[config.mk]
export PLATFORM = sky130hd
export DESIGN_NAME = printable_run_extractor_core_flat
export DESIGN_NICKNAME = d
export VERILOG_FILES = /design/src/hw/rtl/prx_pkg.sv /design/src/hw/rtl/prx_if.sv /design/src/hw/rtl/printable_run_extractor_core.sv /design/src/hw/rtl/prx_held_buf.sv /design/src/flat_wrapper.sv
export VERILOG_INCLUDE_DIRS = /design/src /design/src/hw/rtl
export SDC_FILE = /design/constraint.sdc
export NUM_CORES = 1
export LEC_CHECK = 0
export BUFFER_PORTS_ARGS = -buffer_cell sky130_fd_sc_hd__buf_2
export CORE_AREA = 2 2 268 138
export DETAILED_ROUTE_END_ITERATION = 10
export DIE_AREA = 0 0 270 140
export GPL_TIMING_DRIVEN = 0
export PLACE_DENSITY = 0.59
export SKIP_LAST_GASP = 1
export SLEW_MARGIN = 40
export SYNTH_ARGS = -nofsm -noshare
export SYNTH_HDL_FRONTEND = slang
export SYNTH_SLANG_ARGS = --single-unit
[constraint.sdc]
create_clock -name clk -period 11.7 [get_ports clk]
set_input_delay 1.755 -clock clk [delete_from_list [all_inputs] [get_ports clk]]
set_output_delay 1.755 -clock clk [all_outputs]
set_load 0.02 [all_outputs]
[src/hw/rtl/printable_run_extractor_core_macros.svh]
// ----------------------------------------------------------------------------
// printable run extractor assertion macros
// shared concurrent assertion shorthands for the extractor rtl
// ----------------------------------------------------------------------------
`ifndef PRINTABLE_RUN_EXTRACTOR_CORE_MACROS_SVH
`define PRINTABLE_RUN_EXTRACTOR_CORE_MACROS_SVH

// same-cycle implication, disabled while in reset
`define PRX_ASSERT_IMP(label, clk, rst_n, ante, cons, msg) \
    label: assert property (@(posedge clk) disable iff (!rst_n) (ante) |-> (cons)) \
        else $error(msg);

// next-cycle implication, disabled while in reset
`define PRX_ASSERT_NEXT(label, clk, rst_n, ante, cons, msg) \
    label: assert property (@(posedge clk) disable iff (!rst_n) (ante) |=> (cons)) \
        else $error(msg);

`endif

[src/hw/rtl/prx_pkg.sv]
// ----------------------------------------------------------------------------
// prx_pkg
// constants, codes, types and helpers of the printable run extractor
// ----------------------------------------------------------------------------
package prx_pkg;

    localparam int MAX_MIN_LEN = 32;
    localparam int HOLD_AW     = $clog2(MAX_MIN_LEN);
    localparam int CNT_W       = $clog2(MAX_MIN_LEN + 1);
    localparam int OFF_W       = 40;
    localparam int CHAR_W      = 8;
    localparam int MIN_LEN_W   = 6;
    localparam int CFG_IDX_W   = 2;
    localparam int CFG_DATA_W  = 6;

    localparam logic [MIN_LEN_W-1:0] MIN_LEN_RST = MIN_LEN_W'(4);

    localparam logic [CHAR_W-1:0] CH_NUL   = 8'h00;
    localparam logic [CHAR_W-1:0] CH_TAB   = 8'h09;
    localparam logic [CHAR_W-1:0] CH_NL    = 8'h0A;
    localparam logic [CHAR_W-1:0] CH_SPACE = 8'h20;
    localparam logic [CHAR_W-1:0] CH_TILDE = 8'h7E;

    localparam logic FUNC_DATA = 1'b0;
    localparam logic FUNC_END  = 1'b1;

    typedef enum logic [CFG_IDX_W-1:0] {
        CFG_MIN_LEN  = 2'd0,
        CFG_XPG_MODE = 2'd1
    } cfg_reg_t;

    typedef struct packed {
        logic               en;
        logic [HOLD_AW-1:0] addr;
        logic [CHAR_W-1:0]  data;
    } hold_wr_t;

    function automatic logic is_printable(input logic [CHAR_W-1:0] b);
        return ((b >= CH_SPACE) && (b <= CH_TILDE)) || (b == CH_TAB);
    endfunction

    // min_len clamped to 1..MAX_MIN_LEN
    function automatic logic [CNT_W-1:0] eff_len(input logic [MIN_LEN_W-1:0] m);
        logic [CNT_W-1:0] r;
        if (m == '0)
            r = CNT_W'(1);
        else if (m > MIN_LEN_W'(MAX_MIN_LEN))
            r = CNT_W'(MAX_MIN_LEN);
        else
            r = CNT_W'(m);
        return r;
    endfunction

endpackage

[src/hw/rtl/prx_if.sv]
// ----------------------------------------------------------------------------
// prx channel interfaces
// byte input, string output and configuration write channels
// ----------------------------------------------------------------------------
interface prx_byte_if;
    import prx_pkg::*;

    logic               valid;
    logic               ready;
    logic               func;
    logic [CHAR_W-1:0]  data_byte;
    logic [OFF_W-1:0]   byte_offset;

    modport source (output valid, func, data_byte, byte_offset, input ready);
    modport sink   (input valid, func, data_byte, byte_offset, output ready);
endinterface

interface prx_str_if;
    import prx_pkg::*;

    logic               valid;
    logic               ready;
    logic [CHAR_W-1:0]  char_out;
    logic [OFF_W-1:0]   start_offset;
    logic               first_char;
    logic               end_marker;
    logic               keep;
    logic               last_result;

    modport source (output valid, char_out, start_offset, first_char, end_marker, keep,
                    last_result, input ready);
    modport sink   (input valid, char_out, start_offset, first_char, end_marker, keep,
                    last_result, output ready);
endinterface

interface prx_cfg_if;
    import prx_pkg::*;

    logic                   valid;
    logic                   ready;
    logic [CFG_IDX_W-1:0]   index;
    logic [CFG_DATA_W-1:0]  data;

    modport source (output valid, index, data, input ready);
    modport sink   (input valid, index, data, output ready);
endinterface

[src/hw/rtl/printable_run_extractor_core.sv]
// output: a result is registered from its byte transaction and is valid in the next cycle
// throughput: one byte per cycle unless stalled; the byte that completes min_len emits the
//   held run, one character per free output cycle from the held-byte file, stalling input
// reset: run state, phase and output valid clear; min_len resets to 4, xpg_mode to 0;
//   held bytes are not cleared
// ----------------------------------------------------------------------------
// printable_run_extractor_core
// scans a byte stream for printable runs and reports those reaching min_len
// ----------------------------------------------------------------------------
`include "printable_run_extractor_core_macros.svh"

module printable_run_extractor_core
    import prx_pkg::*;
(
    input  logic        clk,
    input  logic        rst_n,
    prx_byte_if.sink    byte_ch,
    prx_str_if.source   str_ch,
    prx_cfg_if.sink     cfg
);

    // configuration
    logic [MIN_LEN_W-1:0] min_len_reg;
    logic                 xpg_mode_reg;

    // run state
    logic                 emitting_reg, emitting_next;
    logic [CNT_W-1:0]     run_count_reg, run_count_next;
    logic [OFF_W-1:0]     run_start_reg, run_start_next;

    // flush sequencer
    logic                 flush_active_reg, flush_active_next;
    logic [HOLD_AW-1:0]   flush_idx_reg, flush_idx_next;
    logic [HOLD_AW-1:0]   flush_last_reg, flush_last_next;

    // output register
    logic                 out_valid_reg, out_valid_next;
    logic [CHAR_W-1:0]    char_reg, char_next;
    logic [OFF_W-1:0]     start_reg, start_next;
    logic                 first_reg, first_next;
    logic                 end_reg, end_next;
    logic                 keep_reg, keep_next;
    logic                 last_reg, last_next;
    logic                 out_load;

    logic                 out_free;
    logic                 in_fire;
    logic                 cfg_fire;
    logic                 printable;
    logic [CNT_W-1:0]     cnt_new;
    logic [OFF_W-1:0]     start_sel;
    hold_wr_t             hold_wr;
    logic [HOLD_AW-1:0]   hold_rd_addr;
    logic [CHAR_W-1:0]    hold_rd_data;

    prx_held_buf u_held_buf (
        .clk     (clk),
        .wr      (hold_wr),
        .rd_addr (hold_rd_addr),
        .rd_data (hold_rd_data)
    );

    assign out_free      = !out_valid_reg || str_ch.ready;
    assign byte_ch.ready = !flush_active_reg && out_free;
    assign in_fire       = byte_ch.valid && byte_ch.ready;
    assign cfg.ready     = 1'b1;
    assign cfg_fire      = cfg.valid && cfg.ready;
    assign printable     = is_printable(byte_ch.data_byte);
    assign hold_rd_addr  = flush_active_reg ? flush_idx_reg : '0;

    always_comb
    begin
        emitting_next     = emitting_reg;
        run_count_next    = run_count_reg;
        run_start_next    = run_start_reg;
        flush_active_next = flush_active_reg;
        flush_idx_next    = flush_idx_reg;
        flush_last_next   = flush_last_reg;
        out_load          = 1'b0;
        char_next         = char_reg;
        start_next        = start_reg;
        first_next        = first_reg;
        end_next          = end_reg;
        keep_next         = keep_reg;
        last_next         = last_reg;
        hold_wr.en        = 1'b0;
        hold_wr.addr      = run_count_reg[HOLD_AW-1:0];
        hold_wr.data      = byte_ch.data_byte;
        cnt_new           = run_count_reg;
        start_sel         = (run_count_reg == '0) ? byte_ch.byte_offset : run_start_reg;

        if (flush_active_reg)
        begin
            // burst out the rest of the held run
            if (out_free)
            begin
                out_load   = 1'b1;
                char_next  = hold_rd_data;
                start_next = run_start_reg;
                first_next = 1'b0;
                end_next   = 1'b0;
                keep_next  = 1'b0;
                last_next  = (flush_idx_reg == flush_last_reg);
                flush_idx_next = flush_idx_reg + HOLD_AW'(1);
                if (flush_idx_reg == flush_last_reg)
                begin
                    flush_active_next = 1'b0;
                end
            end
        end
        else if (in_fire)
        begin
            if (byte_ch.func == FUNC_END)
            begin
                if (emitting_reg)
                begin
                    out_load   = 1'b1;
                    char_next  = '0;
                    start_next = run_start_reg;
                    first_next = 1'b0;
                    end_next   = 1'b1;
                    keep_next  = 1'b1;
                    last_next  = 1'b1;
                end
                emitting_next  = 1'b0;
                run_count_next = '0;
            end
            else if (emitting_reg)
            begin
                out_load   = 1'b1;
                start_next = run_start_reg;
                first_next = 1'b0;
                last_next  = 1'b1;
                if (printable)
                begin
                    char_next = byte_ch.data_byte;
                    end_next  = 1'b0;
                    keep_next = 1'b0;
                end
                else
                begin
                    char_next = '0;
                    end_next  = 1'b1;
                    keep_next = xpg_mode_reg ?
                        ((byte_ch.data_byte == CH_NL) || (byte_ch.data_byte == CH_NUL)) : 1'b1;
                    emitting_next  = 1'b0;
                    run_count_next = '0;
                end
            end
            else if (!printable)
            begin
                // short run dropped, newline included
                run_count_next = '0;
            end
            else
            begin
                run_start_next = start_sel;
                if (run_count_reg < CNT_W'(MAX_MIN_LEN))
                begin
                    hold_wr.en = 1'b1;
                    cnt_new    = run_count_reg + CNT_W'(1);
                end
                run_count_next = cnt_new;
                if (cnt_new >= eff_len(min_len_reg))
                begin
                    // first held char goes out now, the rest through the sequencer
                    out_load      = 1'b1;
                    char_next     = (run_count_reg == '0) ? byte_ch.data_byte : hold_rd_data;
                    start_next    = start_sel;
                    first_next    = 1'b1;
                    end_next      = 1'b0;
                    keep_next     = 1'b0;
                    last_next     = (cnt_new == CNT_W'(1));
                    emitting_next = 1'b1;
                    if (cnt_new != CNT_W'(1))
                    begin
                        flush_active_next = 1'b1;
                        flush_idx_next    = HOLD_AW'(1);
                        flush_last_next   = HOLD_AW'(cnt_new - CNT_W'(1));
                    end
                end
            end
        end

        if (out_load)
            out_valid_next = 1'b1;
        else if (str_ch.ready)
            out_valid_next = 1'b0;
        else
            out_valid_next = out_valid_reg;
    end

    always_ff @(posedge clk or negedge rst_n)
    begin
        if (!rst_n)
        begin
            min_len_reg      <= MIN_LEN_RST;
            xpg_mode_reg     <= 1'b0;
            emitting_reg     <= 1'b0;
            run_count_reg    <= '0;
            run_start_reg    <= '0;
            flush_active_reg <= 1'b0;
            flush_idx_reg    <= '0;
            flush_last_reg   <= '0;
            out_valid_reg    <= 1'b0;
        end
        else
        begin
            if (cfg_fire)
            begin
                case (cfg.index)
                    CFG_MIN_LEN:  min_len_reg  <= cfg.data[MIN_LEN_W-1:0];
                    CFG_XPG_MODE: xpg_mode_reg <= cfg.data[0];
                    default:      ;
                endcase
            end
            emitting_reg     <= emitting_next;
            run_count_reg    <= run_count_next;
            run_start_reg    <= run_start_next;
            flush_active_reg <= flush_active_next;
            flush_idx_reg    <= flush_idx_next;
            flush_last_reg   <= flush_last_next;
            out_valid_reg    <= out_valid_next;
        end
    end

    always_ff @(posedge clk)
    begin
        char_reg  <= char_next;
        start_reg <= start_next;
        first_reg <= first_next;
        end_reg   <= end_next;
        keep_reg  <= keep_next;
        last_reg  <= last_next;
    end

    assign str_ch.valid        = out_valid_reg;
    assign str_ch.char_out     = char_reg;
    assign str_ch.start_offset = start_reg;
    assign str_ch.first_char   = first_reg;
    assign str_ch.end_marker   = end_reg;
    assign str_ch.keep         = keep_reg;
    assign str_ch.last_result  = last_reg;

    `PRX_ASSERT_IMP(a_flush_in_emit, clk, rst_n, flush_active_reg, emitting_reg,
        "flush running outside emitting phase")
    `PRX_ASSERT_IMP(a_flush_idx_range, clk, rst_n, flush_active_reg,
        (flush_idx_reg != '0) && (flush_idx_reg <= flush_last_reg),
        "flush index out of range")
    `PRX_ASSERT_IMP(a_count_bound, clk, rst_n, 1'b1,
        run_count_reg <= CNT_W'(MAX_MIN_LEN), "run count above maximum")
    `PRX_ASSERT_NEXT(a_end_clears, clk, rst_n, in_fire && (byte_ch.func == FUNC_END),
        !emitting_reg && (run_count_reg == '0), "end of region left a run open")

endmodule

[src/hw/rtl/prx_held_buf.sv]
// ----------------------------------------------------------------------------
// prx_held_buf
// register file holding the bytes of a run until it reaches min_len
// ----------------------------------------------------------------------------
module prx_held_buf
    import prx_pkg::*;
(
    input  logic               clk,
    input  hold_wr_t           wr,
    input  logic [HOLD_AW-1:0] rd_addr,
    output logic [CHAR_W-1:0]  rd_data
);

    logic [CHAR_W-1:0] held_reg [MAX_MIN_LEN];

    // no reset: only entries written in the current run are read
    always_ff @(posedge clk)
    begin
        if (wr.en)
        begin
            held_reg[wr.addr] <= wr.data;
        end
    end

    assign rd_data = held_reg[rd_addr];

endmodule
[src/flat_wrapper.sv]
// flat-port wrapper written by rule: the top's interface ports become plain ports
module printable_run_extractor_core_flat import prx_pkg::*;
  (clk, rst_n, byte_ch_valid, byte_ch_func, byte_ch_data_byte, byte_ch_byte_offset, byte_ch_ready, str_ch_valid, str_ch_char_out, str_ch_start_offset, str_ch_first_char, str_ch_end_marker, str_ch_keep, str_ch_last_result, str_ch_ready, cfg_valid, cfg_index, cfg_data, cfg_ready);
  prx_byte_if byte_ch_i ();
  prx_str_if str_ch_i ();
  prx_cfg_if cfg_i ();
  input  logic clk;
  input  logic rst_n;
  input wire logic [$bits(byte_ch_i.valid)-1:0] byte_ch_valid;
  input wire logic [$bits(byte_ch_i.func)-1:0] byte_ch_func;
  input wire logic [$bits(byte_ch_i.data_byte)-1:0] byte_ch_data_byte;
  input wire logic [$bits(byte_ch_i.byte_offset)-1:0] byte_ch_byte_offset;
  output wire logic [$bits(byte_ch_i.ready)-1:0] byte_ch_ready;
  output wire logic [$bits(str_ch_i.valid)-1:0] str_ch_valid;
  output wire logic [$bits(str_ch_i.char_out)-1:0] str_ch_char_out;
  output wire logic [$bits(str_ch_i.start_offset)-1:0] str_ch_start_offset;
  output wire logic [$bits(str_ch_i.first_char)-1:0] str_ch_first_char;
  output wire logic [$bits(str_ch_i.end_marker)-1:0] str_ch_end_marker;
  output wire logic [$bits(str_ch_i.keep)-1:0] str_ch_keep;
  output wire logic [$bits(str_ch_i.last_result)-1:0] str_ch_last_result;
  input wire logic [$bits(str_ch_i.ready)-1:0] str_ch_ready;
  input wire logic [$bits(cfg_i.valid)-1:0] cfg_valid;
  input wire logic [$bits(cfg_i.index)-1:0] cfg_index;
  input wire logic [$bits(cfg_i.data)-1:0] cfg_data;
  output wire logic [$bits(cfg_i.ready)-1:0] cfg_ready;
  assign byte_ch_i.valid = byte_ch_valid;
  assign byte_ch_i.func = byte_ch_func;
  assign byte_ch_i.data_byte = byte_ch_data_byte;
  assign byte_ch_i.byte_offset = byte_ch_byte_offset;
  assign byte_ch_ready = byte_ch_i.ready;
  assign str_ch_valid = str_ch_i.valid;
  assign str_ch_char_out = str_ch_i.char_out;
  assign str_ch_start_offset = str_ch_i.start_offset;
  assign str_ch_first_char = str_ch_i.first_char;
  assign str_ch_end_marker = str_ch_i.end_marker;
  assign str_ch_keep = str_ch_i.keep;
  assign str_ch_last_result = str_ch_i.last_result;
  assign str_ch_i.ready = str_ch_ready;
  assign cfg_i.valid = cfg_valid;
  assign cfg_i.index = cfg_index;
  assign cfg_i.data = cfg_data;
  assign cfg_ready = cfg_i.ready;
  printable_run_extractor_core u_core (.clk(clk), .rst_n(rst_n), .byte_ch(byte_ch_i), .str_ch(str_ch_i), .cfg(cfg_i));
endmodule
### Word level (Yosys, flattened, before mapping)

Memories as Yosys holds them, arrays and structs flattened.
Cells that the tools add are included.
Widths: inputs -> output; s select.

* input bits: 62
* memory bits (writable): 256
* memories kept: 1
* logic and storage cells: 169
* flip-flop bits (word level): 118

* reductions and logical operators: 27
* add/sub/neg operators: 3
* equality and inequality tests: 11
* magnitude comparators: 5
* muxes and demuxes: 104
* bitwise gates (word level): 3

Memories
* u_core.u_held_buf.held_reg: words 32, bits a word 8, rd ports 1, clocked after Yosys merged registers in 0, wr ports 1, RTL line prx_held_buf.sv:14 `logic [CHAR_W-1:0] held_reg [MAX_MIN_LEN];`

Operators by type and width (count)
* $mux 40: 9
* $mux 6: 17
* $mux 8: 10
* $mux 1: 59
* $mux 5: 9
* $eq 8x4->1 const B: 2
* $reduce_and 7->1: 2
* $logic_not 6->1: 2
* $reduce_and 5->1: 2
* $reduce_bool 2->1: 5
* $ge 8x6->1 const B: 1
* $le 8x7->1 const B: 1
* $logic_not 8->1: 1
* $add 6x1->6 const B: 1
* $eq 6x1->1 const B: 1
* $ge 6x6->1: 1
* $gt 6x6->1 const B: 1
* $lt 6x6->1 const B: 1
* $ne 6x1->1 const B: 1
* $reduce_and 2->1: 3
* $reduce_bool 3->1: 2
* $add 5x1->5 const B: 1
* $eq 5x5->1: 1
* $sub 5x1->5 const B: 1
* other kinds (11): 19

### Longest topological paths before layout

Gate-level depths: netlist of run 1.

* depth after elaboration: 16
* mapped depth: 11
* depth with buffers taken out: 10

### Modules after synthesis

From an unflattened synthesis of run 1, not the netlist that was laid out.

* cell total of the unflattened synthesis: 777
* area total of the unflattened synthesis: 15303.4 um^2

Modules (own cells, without submodules)
* prx_held_buf: instances 1, cells each 409, area an instance 9893.2 um^2, seq. area each 7687.4 um^2
* printable_run_extractor_core: instances 1, cells each 368, area an instance 5410.2 um^2, seq. area each 3214.3 um^2

### Worst setup path after synthesis of run 1

Ideal clock, no wire load.

* kind: input to register
* from: input port byte_ch_data_byte[2]
* to: register u_core.char_reg[0] (netlist: u_core.str_ch.char_out[0]) (enable)
* setup time: 539 ps
* stages on the path: 5
* path slack: 4049 ps
* data arrival time: 7112 ps
* path through: or4_1 > or4_4 > a21oi_1 > a21oi_1 > o31ai_1

* word-level cells in the longest chain between the ends: 5
* elaborated cells on any way between the ends: 7
* those cells by class: 2 x order compare; 1 x eq/ne; 4 x reduce/logical

Ends and longest elaborated chain
* start: declaration: RTL line flat_wrapper.sv:11 `input wire logic [$bits(byte_ch_i.data_byte)-1:0] byte_ch_data_byte;`
* $ge 8x6->1 or $le 8x7->1 (tied branches): RTL line prx_pkg.sv:39 `return ((b >= CH_SPACE) && (b <= CH_TILDE)) || (b == CH_TAB);`
* $logic_and 1x1->1: RTL line prx_pkg.sv:39
* $logic_or 1x1->1 (*): RTL line prx_pkg.sv:39
* $reduce_bool 3->1 (no line) (*)
* $reduce_and 5->1 (no line) (*)
* end signal: assignment: RTL line printable_run_extractor_core.sv:229 `char_reg <= char_next;`
* end: declaration: RTL line printable_run_extractor_core.sv:38 `logic [CHAR_W-1:0] char_reg, char_next;`

Every way passes the cells marked *; elsewhere a longest branch is shown, timed or not.
A chain may end at the register's enable or synchronous reset.

### Worst setup path after layout of run 1

* from: input port byte_ch_data_byte[2]
* to: memory u_core.u_held_buf.held_reg[6][0] (enable)

* word-level cells in the longest chain between the ends: 10
* elaborated cells on any way between the ends: 12
* those cells by class: 2 x order compare; 1 x eq/ne; 7 x mux; 2 x reduce/logical

Ends and longest elaborated chain
* $ge 8x6->1 or $le 8x7->1 (tied branches): RTL line prx_pkg.sv:39
* $logic_and 1x1->1: RTL line prx_pkg.sv:39
* $logic_or 1x1->1 (*): RTL line prx_pkg.sv:39
* $mux 1 (*): RTL line printable_run_extractor_core.sv:150 `else if (!printable)`
* $mux 1 (*): RTL line printable_run_extractor_core.sv:128 `else if (emitting_reg)`
* $mux 1 (*): RTL line printable_run_extractor_core.sv:113 `if (byte_ch.func == FUNC_END)`
* $mux 1 (*): RTL line printable_run_extractor_core.sv:111 `else if (in_fire)`
* $mux 1 (*): RTL line printable_run_extractor_core.sv:92 `if (flush_active_reg)`
* $mux 1 (*): RTL line prx_held_buf.sv:19 `if (wr.en)`
* $mux 1 (implied by the code) (*): RTL line prx_held_buf.sv:21 `held_reg[wr.addr] <= wr.data;`
* end: declaration: RTL line prx_held_buf.sv:14

Marked as above.

==> out/qor.txt, run 1 <==
Slew @ Worst Pin - 0.857 ns
Post-synth ARST share - 0.176
placement-stage cell area - 17000 µm²
H-tree lvl count - 2
synth-to-layout area growth - 15.4%
largest family of logic cells by synthesized area - multiplexers
Skew-Pair Late Insertion Delay - 0.54 ns
initial antenna violation count - 1
first-pass GRT wire length - 61400 µm
Post-CTS Resized - 0
# rows - 49
WL final - 42000 µm
crit path from - byte_ch_data_byte[2]
Compound-Gate Fraction of Synth Area - 0.0866
final hold viol count - 0
M2 GR Usage - 0.273
CP peak stage delay - 0.81 ns
worst setup path class - primary input to flip-flop
Synth Area in Simple Gates - 0.0471
Die X - 270 µm
status - finished, final reports clean
Slew Viols, Final - 0
share of layout cells above drive strength 1 - 0.276
DR WL/cell - 25.5 µm
net count after synthesis - 1049
WP data arrival - 5.28 ns
xor and xnor area share after synthesis - 0.00891
CTS sink count - 374
Worst EP required - 11.85 ns
CP Capture Type - flip-flop
yosys warns - 0
DRT antenna net count - 0
number of remaining DRC errors - 0
gr ovfl total - 0
cell count after synthesis - 974
CTS root buffer - clkbuf_16
crit path launch type - primary input
Pwr per Cell Area - 242 nW/µm²
CP Cell Sequence - buf_2, or4_1, or4_4, a2111oi_2, nand2_1, nor2_1
cell family with most CP delay - simple AND/OR/NAND/NOR gates
Setup Buffers After CTS - 0
Post-DP HPWL - 29900 µm
Post-synth EDFFs - 308
Die Y - 140 µm
DIE AREA - 37800 µm²
hold_buf cts - 0
Core Area - 35400 µm²
Vias - 9389
Worst-path clk slew - 0.06 ns
Fin Hold WS - 0.504 ns
Worst Skew - 0.0199 ns
via density per instance - 5.70
HP Start - u_core.run_start_reg[6]
Avg Synthesized Cell Area - 16.2 µm²
most frequent cells in the layout - 308 x edfxtp_1, 117 x buf_2, 65 x dfrtp_1
met1 GRT Util - 0.352
mapped cell area - 15700 µm²
vias in the first global route - 9129
CTS tree - built
LEAKAGE - 6.79 nW
ant diodes - 0
gpl congestion - 0.941
Nets - 1210
Top-Level Pins - 117
relative slew slack - 0.429
Clock Path Buffers - 3
Distinct cells, synth - 66
max-cap violation count - 0
Final Cycle Share - 0.438
final setup fails - 0
multiplexer share of the synthesized area - 0.133
Crit Path Max Fanout - 35
sequential element share of the synthesized area - 0.693
largest net degree at the start of global routing - 54
flops & latches, synth - 374
most common cell after layout, fill and taps aside - edfxtp_1
RR Startpoint - u_core.run_count_reg[3]
maximum vdd drop - 0.135 mV
busiest grt layer - met1
max FFs per register - 256
Period minus WS final - 5.13 ns
Worst path slowest cell - nor2_1
CTS buffer count - 35
max frequency - 0.195 GHz
Adder-Cell Fraction of Synth Area - 0.0103
starting density of the core - 0.445
Hold WC Path Type - flip-flop to flip-flop
final std cell area, no fill - 18100 µm²
met3 Resource Use GR - 0.0953
GRT Overall Usage - 0.222
TNS Setup - 0 ns
Buffers & Inverters on Critical Path - 1
Iteration-0 DRC Markers - 1116
RSZ-0062 raised after global routing - no
IO Port Bufs - 115
Top FF cell, synth - edfxtp_1
drt first pass iters - 5
cells by family after synthesis:
logic type	after synthesis
buf+inv	76
xor+xnor	16
mux	171
compound gates	179
simple gates	144
flops	374
fa+ha+maj	13
other cells	1
synthesized netlist by cell type (all sizes together) (14+ instances only):
cell      n  area [µm²]
dfrtp    65        1630
a22oi    19         143
a221o    17         170
o211ai   14         105
a21oi    36         191
buf      20         115
clkbuf   39         146
a221oi   20         175
nand2    33         124
edfxtp  308        9250
inv      17        63.8
mux2i    61         611
mux2    101        1280
nor2     46         173
area by class of cell:
type,count,area (µm²)
inverters,17,63.8
clock buffers,51,946
multi-input cells,524,4580
repair buffers,124,707
fillers,2985,17200
flip-flops and latches,374,10900
well taps,484,606
clock inverters,13,76.3
plain buffers,59,267
worst register-to-register path, delay by kind of cell (launching register included):
| kind | cells | cell delay, ns |
|---|---|---|
| buf+inv | 4 | 0.97 |
| flops | 1 | 0.38 |
| fa+ha+maj | 1 | 0.22 |
| simple gates | 2 | 0.48 |
| compound gates | 4 | 1.96 |
path summary, 6_finish.rpt:
path                       slack (ns)  cells after the start                               end
setup reg to reg                 7.39                     11    u_core.str_ch.start_offset[24]
setup / recovery                 6.57                      6  u_core.u_held_buf.held_reg[6][0]
min in group asynchronous        1.05                      1          u_core.run_start_reg[31]
hold reg to reg                  0.50                      1           u_core.run_start_reg[6]
max in group asynchronous       10.06                      2             u_core.min_len_reg[2]
hold / removal                   0.50                      1           u_core.run_start_reg[6]
stage by stage:
stage	cells	power [mW]	setup WS [ns]	utilization
2_1_floorplan	974	2.71	4.05	-
3_3_place_gp	1573	3.27	0.799	0.478
3_5_place_dp	1580	3.29	6.12	0.482
4_1_cts	1644	4.35	6.67	0.511
5_1_grt	1646	4.56	6.44	0.513
6_report	1646	4.39	6.57	0.513
where the power goes:
group | switching [mW] | internal [mW] | total, mW
registers | 0.0769 | 1.65 | 1.73
logic | 1.01 | 0.585 | 1.59
clock network | 0.499 | 0.568 | 1.07
routing by layer:
metal,wire [µm],vias up
li1,-,4161
met1,20200,4758
met2,15800,423
met3,5390,47
met4,601,0
met5,0,-
Note: power is estimated with default switching activity, not from simulation.
==> inputs of run 2 (changes only) <==
- ABC_AREA: not set -> 1
- CORE_AREA: 2 2 268 138 -> 2 2 279 143
- DIE_AREA: 0 0 270 140 -> 0 0 281 145
- clock period: 11.7 -> 5.3 ns (I/O delays scaled with it)
==> out/qor.txt, run 2 <==
status - finished, final reports clean
Die Y - 145 µm (+3.6%)
Nets - 2006 (+66%)
DIE AREA - 40700 µm² (+7.8%)
worst reg2reg path depth - 15 (+4)
Fin Hold WS - 0.0663 ns (-0.438 ns)
cell count after synthesis - 1773 (+82%)
Crit Path Max Fanout - 35 (unchanged)
Worst Skew - 0.0173 ns (-0.00260 ns)
Pwr per Cell Area - 496 nW/µm² (+110%)
Top-Level Pins - 117 (unchanged)
post-place setup slack - 1.09 ns (-5.03 ns)
Final Cycle Share - 0.649
RR Startpoint - u_core.run_count_reg[0]
relative slew slack - 0.425 (-0.00386)
Worst path slowest cell - nor2_1
Top FF cell, synth - edfxtp_1
final hold viol count - 0 (unchanged)
WP depth - 11 (+5)
flops & latches, synth - 374 (unchanged)
most common cell after layout, fill and taps aside - nand2_1
CTS root buffer - clkbuf_16
ant diodes - 0 (unchanged)
DR WL/cell - 20.6 µm (-19%)
starting density of the core - 0.446 (+0.00167)
LEAKAGE - 8.25 nW (+22%)
Vias - 13100 (+40%)
first-pass GRT wire length - 76400 µm (+24%)
Post-DP HPWL - 37200 µm (+24%)
max FFs per register - 256 (unchanged)
Setup Buffers After CTS - 0 (unchanged)
worst setup margin - 1.86 ns (-4.71 ns)
yosys warns - 0 (unchanged)
hold_buf cts - 0 (unchanged)
Worst EP required - 5.47 ns (-6.38 ns)
Distinct cells, synth - 40 (-39%)
Post-synth EDFFs - 308 (unchanged)
mapped cell area - 17100 µm² (+8.8%)
WL final - 51300 µm (+22%)
crit path launch type - primary input
CP peak stage delay - 0.77 ns (-0.04 ns)
CTS buffer count - 36 (+2.9%)
# rows - 51 (+4.1%)
largest net degree at the start of global routing - 56 (+3.7%)
Synth top cells by count - 413 x nand2_1, 308 x edfxtp_1, 241 x inv_1
H-tree lvl count - 2 (unchanged)
fill cell count - 3503 (+17%)
Worst-path clk slew - 0.06 ns (about the same)
RSZ-0062 raised after global routing - no
sequential element share of the synthesized area - 0.637 (-0.0562)
drt first pass iters - 6 (+1)
worst reg-to-reg setup slack - 1.91 ns (-5.48 ns)
Post-CTS Resized - 0 (unchanged)
max frequency - 0.291 GHz
WP data arrival - 3.61 ns (-1.67 ns)
number of remaining DRC errors - 0 (unchanged)
CTS tree - built
CTS sink count - 374 (unchanged)
worst setup path class - primary input to flip-flop
final setup fails - 0 (unchanged)
largest area contributor in the synthesized netlist - edfxtp_1
most frequent cells in the layout - 413 x nand2_1, 308 x edfxtp_1, 241 x inv_1
Synth area leaders - edfxtp_1 54%, dfrtp_1 9.5%, nand2_1 9.1%
net count after synthesis - 1848 (+76%)
placement-stage cell area - 18500 µm² (+8.5%)
Buffers & Inverters on Critical Path - 4 (+3)
synth-to-layout area growth - 15.4% (about the same)
share of layout cells above drive strength 1 - 0.135 (-0.141)
Iteration-0 DRC Markers - 1396 (+25%)
Overall Power - 9.80 mW (+120%)
final core occ - 0.515 (+0.00192)
GRT Overall Usage - 0.254 (+0.0324)
gr ovfl total - 0 (unchanged)
Clock Path Buffers - 3 (unchanged)
CP Cell Sequence - buf_4, inv_1, a21oi_1, o21ai_0, o21ai_2, nand2_2, inv_2, nand2_1, inv_2, nand2_1, nor2_1
Avg Synthesized Cell Area - 9.66 µm² (-40%)
most numerous cell in the Yosys netlist - nand2_1
Synth top area share - 0.540 (-0.0476)
cell family with most CP delay - simple AND/OR/NAND/NOR gates
Core Area - 38400 µm² (+8.4%)
Slew Viols, Final - 0 (unchanged)
via density per instance - 5.27 (-7.7%)
final std cell area, no fill - 19800 µm² (+8.8%)
Slew @ Worst Pin - 0.859 ns (+0.00261 ns)
Hold WC Path Type - primary input to async pin
Post-synth ARST share - 0.176 (unchanged)
Skew-Pair Late Insertion Delay - 0.55 ns (about the same)
Die X - 281 µm (+4.1%)
vias in the first global route - 12200 (+33%)
max-cap violation count - 0 (unchanged)
DRT antenna net count - 0 (unchanged)
initial antenna violation count - 0 (-1)
IO Port Bufs - 115 (unchanged)
Period minus WS final - 3.44 ns
gpl congestion - 0.989 (+5.2%)
RR Endpoint - u_core.str_ch.start_offset[28]
CP Capture Type - flip-flop
maximum vdd drop - 0.231 mV (+72%)
## run 2: cell count changes in the layout (fill, tap and decap cells not counted), sizes merged, moves of 19 or more
cell,before,now
nand2,33,419
inv,21,252
nand3,8,231
o21ai,13,149
nor2,46,181
mux2,101,4
mux2i,61,0
buf,143,177
a221oi,20,0
a22oi,19,0
## run 2: logic make-up (layout without fill, tap and decap cells)
group           Yosys count  count (layout)  synth area share
compound gates          188             188            0.0581
xor+xnor                 13              13           0.00709
fa+ha+maj                13              13           0.00950
buf+inv                 339             524            0.0810
flops                   374             374             0.637
mux                       4               4           0.00263
other cells               1               1          0.000219
simple gates            841             841             0.205
## run 2: how the worst max path moves through the flow
stage                             from                           endpoint  slack, ns
2_1_floorplan  u_core.run_count_reg[0]          u_core.str_ch.char_out[0]       0.41
3_3_place_gp      byte_ch_data_byte[5]     u_core.str_ch.start_offset[28]      -1.68
5_1_grt        u_core.run_count_reg[0]     u_core.str_ch.start_offset[29]       1.64
6_report          byte_ch_data_byte[5]  u_core.u_held_buf.held_reg[30][4]       1.86
3_5_place_dp      byte_ch_data_byte[6]   u_core.u_held_buf.held_reg[1][2]       1.09
4_1_cts           byte_ch_data_byte[6]   u_core.u_held_buf.held_reg[1][3]       1.65
## run 2: report_power, final
part	internal [mW]	leakage (nW)	switching, mW
logic	0.919	4.03	2.30
registers	3.69	3.63	0.157
clock network	1.58	0.589	1.16
## run 2: final cells by class
class	instances	area [µm²]	share of cell area
Clock buffer	44	952	0.0482
Buffer	89	449	0.0227
Inverter	250	938	0.0475
Clock inverter	21	260	0.0132
Timing Repair Buffer	120	707	0.0358
Tap cell	530	663	0.0336
Sequential cell	374	10900	0.552
Multi-Input combinational cell	1060	4880	0.247
## run 2: metrics by stage
stage,std cells,setup TNS [ns]
6_report,2488,0
5_1_grt,2488,0
4_1_cts,2488,0
3_5_place_dp,2423,0
3_3_place_gp,2418,-86.96
2_1_floorplan,1773,0
## run 2: routing by layer
metal / up-vias / global-route usage / wire (µm)
met5: - / 0 / 0
met4: 0 / 0.0361 / 565
met3: 49 / 0.0871 / 6580
met2: 594 / 0.307 / 18600
met1: 6338 / 0.429 / 25500
li1: 6120 / - / -
